<file path="config.mk">
export PLATFORM = sky130hd
export DESIGN_NAME = csd_ram
export DESIGN_NICKNAME = d
export VERILOG_FILES = /design/src/sv/csd_ram.sv
export SDC_FILE = /design/constraint.sdc
export NUM_CORES = 1
export LEC_CHECK = 0
export BUFFER_PORTS_ARGS = -buffer_cell sky130_fd_sc_hd__buf_2
export CORE_ASPECT_RATIO = 0.7
export CORE_MARGIN = 4
export CORE_UTILIZATION = 60
export CTS_BUF_LIST = sky130_fd_sc_hd__clkbuf_16
export DETAILED_ROUTE_END_ITERATION = 7
export PLACE_DENSITY = 0.78
export SYNTH_ARGS = -nofsm -noshare
export SYNTH_HDL_FRONTEND = slang
export SYNTH_SLANG_ARGS = --single-unit
export TNS_END_PERCENT = 5
</file>
<file path="constraint.sdc">
create_clock -name clk_i -period 2.75 [get_ports clk_i]
set_input_delay 0.6875 -clock clk_i [delete_from_list [all_inputs] [get_ports clk_i]]
set_output_delay 0.6875 -clock clk_i [all_outputs]
set_load 0.005 [all_outputs]
</file>
<file path="src/sv/csd_ram.sv">
module csd_ram #(
  parameter int unsigned WIDTH = 8,
  parameter int unsigned DEPTH = 64,
  parameter int unsigned AW    = (DEPTH > 1) ? $clog2(DEPTH) : 1
) (
  input  logic             clk_i,
  input  logic             we_i,
  input  logic [AW-1:0]    waddr_i,
  input  logic [WIDTH-1:0] wdata_i,
  input  logic             re_i,
  input  logic [AW-1:0]    raddr_i,
  output logic [WIDTH-1:0] rdata_o
);
  logic [WIDTH-1:0] mem_q [DEPTH];
  logic [WIDTH-1:0] rdata_q;

  always_ff @(posedge clk_i) begin
    if (we_i) begin
      mem_q[waddr_i] <= wdata_i;
    end
    if (re_i) begin
      rdata_q <= mem_q[raddr_i];
    end
  end

  assign rdata_o = rdata_q;
endmodule

</file>
==> flow_summary.yaml <==
place:
  placedInstanceArea_mm2: 0.02183
  place_hpwl_um: 29140
  pre_cts_slack_ns: -0.1484
  dp.cells: 1491
  numPortBuffers: 30
  gp_congestion: 0.8643
cts:
  clockBufferDepth: 3
  tritoncts: "done"
  cts_root_buffer: "clkbuf_16"
  cts_buffers: 45
  htree_levels: 2
  clk_pin_slew_ns: 0.07
  cts.repair.resized: 0
  clock-sinks: 520
  post_cts_buffers: 0
  postCtsHoldBufs: 0
  clock_insertion_delay_worst_skew_ns: 0.56
floorplanning:
  initial_utilization_pct: 61.68
  dieArea_mm2: 0.03679
  coreArea_mm2: 0.03283
  die_y_um: 161.7
  fp.dieW_um: 227.6
  ios: 31
  std_cell_rows: 55
timing:
  relSlewSlack_pct: 45.63
  setup_tns_ns: 0
  grt_setup_unrepaired: "no"
  timing.final.crit_share_pct: 84.15
  finClkSkew_ns: 0.01958
  final-hold-violation-count: 0
  fin_crit_ns: 2.314
  tightest_slew_ns: 0.8156
  slew_violations: 0
  layout_setup_ws_ns: 0.4358
  max_freq_mhz: 432.1
  setup_viol: 0
setup_path:
  critPathLaunch: "raddr_i[0]"
  crit_type: "primary input to flip-flop"
  critPathArrivalTime_ns: 2.61
  crit_fanout: 18
  max_stage_delay_ns: 0.51
  crit_chain: "clkbuf_8 -> buf_12 -> mux4_2 -> mux2_2 -> o221a_2 -> nor3_1 -> o32ai_1"
  startpoint_type: "primary input"
  crit_required_ns: 3.05
  slowest_stage: "mux4_2"
  reg2reg_from: "mem_q[20][6]"
  worst_setup_path_end_kind: "flip-flop"
logic_synthesis:
  synth.mux.area_fraction_pct: 15.88
  synth_area_mm2: 0.02025
  synth_ff_type: "edfxtp_1"
  ys_ff_latch: 520
  yosys_warnings: 0
  synth_xor_xnor_area_share_pct: 0
  syn-num-nets: 963
  synth_async_sr_flop_share_pct: 0
  yosys.area_share.simple_pct: 3.374
  synth_top_family_by_area: "multiplexers"
  synth.avg_cell_area_um2: 21.54
  synth_cell_types: 39
  synth-edff-count: 520
  yosys.area_share.adder_pct: 0
  synth_cells: 940
  ys_seq_area_share_pct: 77.12
  synth_compound_area_share_pct: 2.064
hold_path:
  hold_class: "primary input to flip-flop"
  worstHoldStart: "re_i"
global_route:
  grt_pass1_vias: 10310
  overflow: 0
  grt_pass1_wl_um: 68250
  track_usage_pct: 25.56
  grt_max_degree: 65
  grt_antenna_before_repair: 3
pwr:
  power_mw: 16.11
  vdd_drop_max_mv: 0.6066
  pwr_density_cell_mw_per_mm2: 690.4
  leakagePower_nw: 7.612
cells_and_area:
  layout.cells.most_common_list: "edfxtp_1 (520), buf_4 (138), mux4_2 (126)"
  design_area_mm2: 0.02333
  final_common_cell: "edfxtp_1"
  nets: 1134
  syn2layout_area_growth_pct: 15.25
  final_cells: 1575
  diodes: 0
  drive_gt1_share_pct: 33.19
drt:
  via_per_inst: 6.488
  drt_iter0_drc: 1611
  vias: 10220
  routed_wl_um: 45480
  drc: 0
  first_pass_iters: 7
  wl_per_cell_um: 28.88
  postRouteAntennaNets: 0
outcome:
  run_status: "completed"
flow_run:
  drv_cap: 0
==> routing by layer <==
metal  vias up  global-route usage, %  routed length [um]
met4         4                  5.553                1062
met2       611                  37.60               20590
met5         -                      0                  16
li1       4274                      -                   -
met1      5242                  40.51               18720
met3        88                  5.727                5089
==> metrics by stage <==
step	hold WS (ns)	utilization, %
final	0.5011	71.08
after global routing	0.4796	71.08
after CTS	0.4742	71.08
after detailed placement	0.9087	66.50
after global placement	0.8950	66.50
after floorplan	0.7864	-
==> layout make-up <==
class | instances | area (um^2)
tap | 427 | 534.3
timing repair buffer | 175 | 1365
clock inverter | 37 | 327.8
multi-input combinational | 369 | 4315
clock buffer | 47 | 1176
fill | 1862 | 9492
sequential | 520 | 15620
==> Yosys cell counts, drive strengths merged (4+ instances only) <==
| cell | n | area (um^2) |
|---|---|---|
| nand3 | 13 | 65.06 |
| edfxtp | 520 | 15610 |
| mux4 | 126 | 2838 |
| o221ai | 8 | 70.07 |
| nor2b | 14 | 87.58 |
| mux2 | 13 | 146.4 |
| nand2b | 7 | 43.79 |
| mux2i | 23 | 230.2 |
| buf | 34 | 252.7 |
| o21ai | 4 | 20.02 |
| clkbuf | 17 | 63.81 |
| a221oi | 6 | 52.55 |
| o22ai | 8 | 50.05 |
| nor2 | 83 | 311.6 |
| nor3 | 7 | 35.03 |
| a211oi | 4 | 30.03 |
| nand2 | 19 | 71.32 |
==> critical path: cells and delay by family <==
family	cells	cell delay [ns]
and+or+nand+nor	1	0.31
muxes	2	0.78
buffers and inverters	2	0.39
AOI/OAI and AO/OA	2	0.43
==> report_power, final <==
part / total [mW] / switching, mW / internal [mW] / leakage, nW
sequential: 8.81 / 0.0251 / 8.79 / 4.69
clock: 6.42 / 2.75 / 3.66 / 0.741
combinational: 0.880 / 0.513 / 0.367 / 2.19
==> state kept, by name (all words and copies together), names as in the netlist <==
signal and flops:
rdata_o 8, mem_q 512
==> cell families after synthesis <==
kind of cell | Yosys count
AO/OA/AOI/OAI | 54
buffers and inverters | 51
flip-flops | 520
AND/OR/NAND/NOR | 153
multiplexers | 162
==> worst paths after layout <==
kind                              endpoint  slack (ns)  cells past startpoint
worst max-delay path            rdata_o[4]        0.44                      7
worst min-delay path            rdata_o[2]        0.50                      1
worst max register to register  rdata_o[6]        0.63                      6
worst min register to register  rdata_o[4]        0.95                      3
Power figures use the tool's default switching activity.
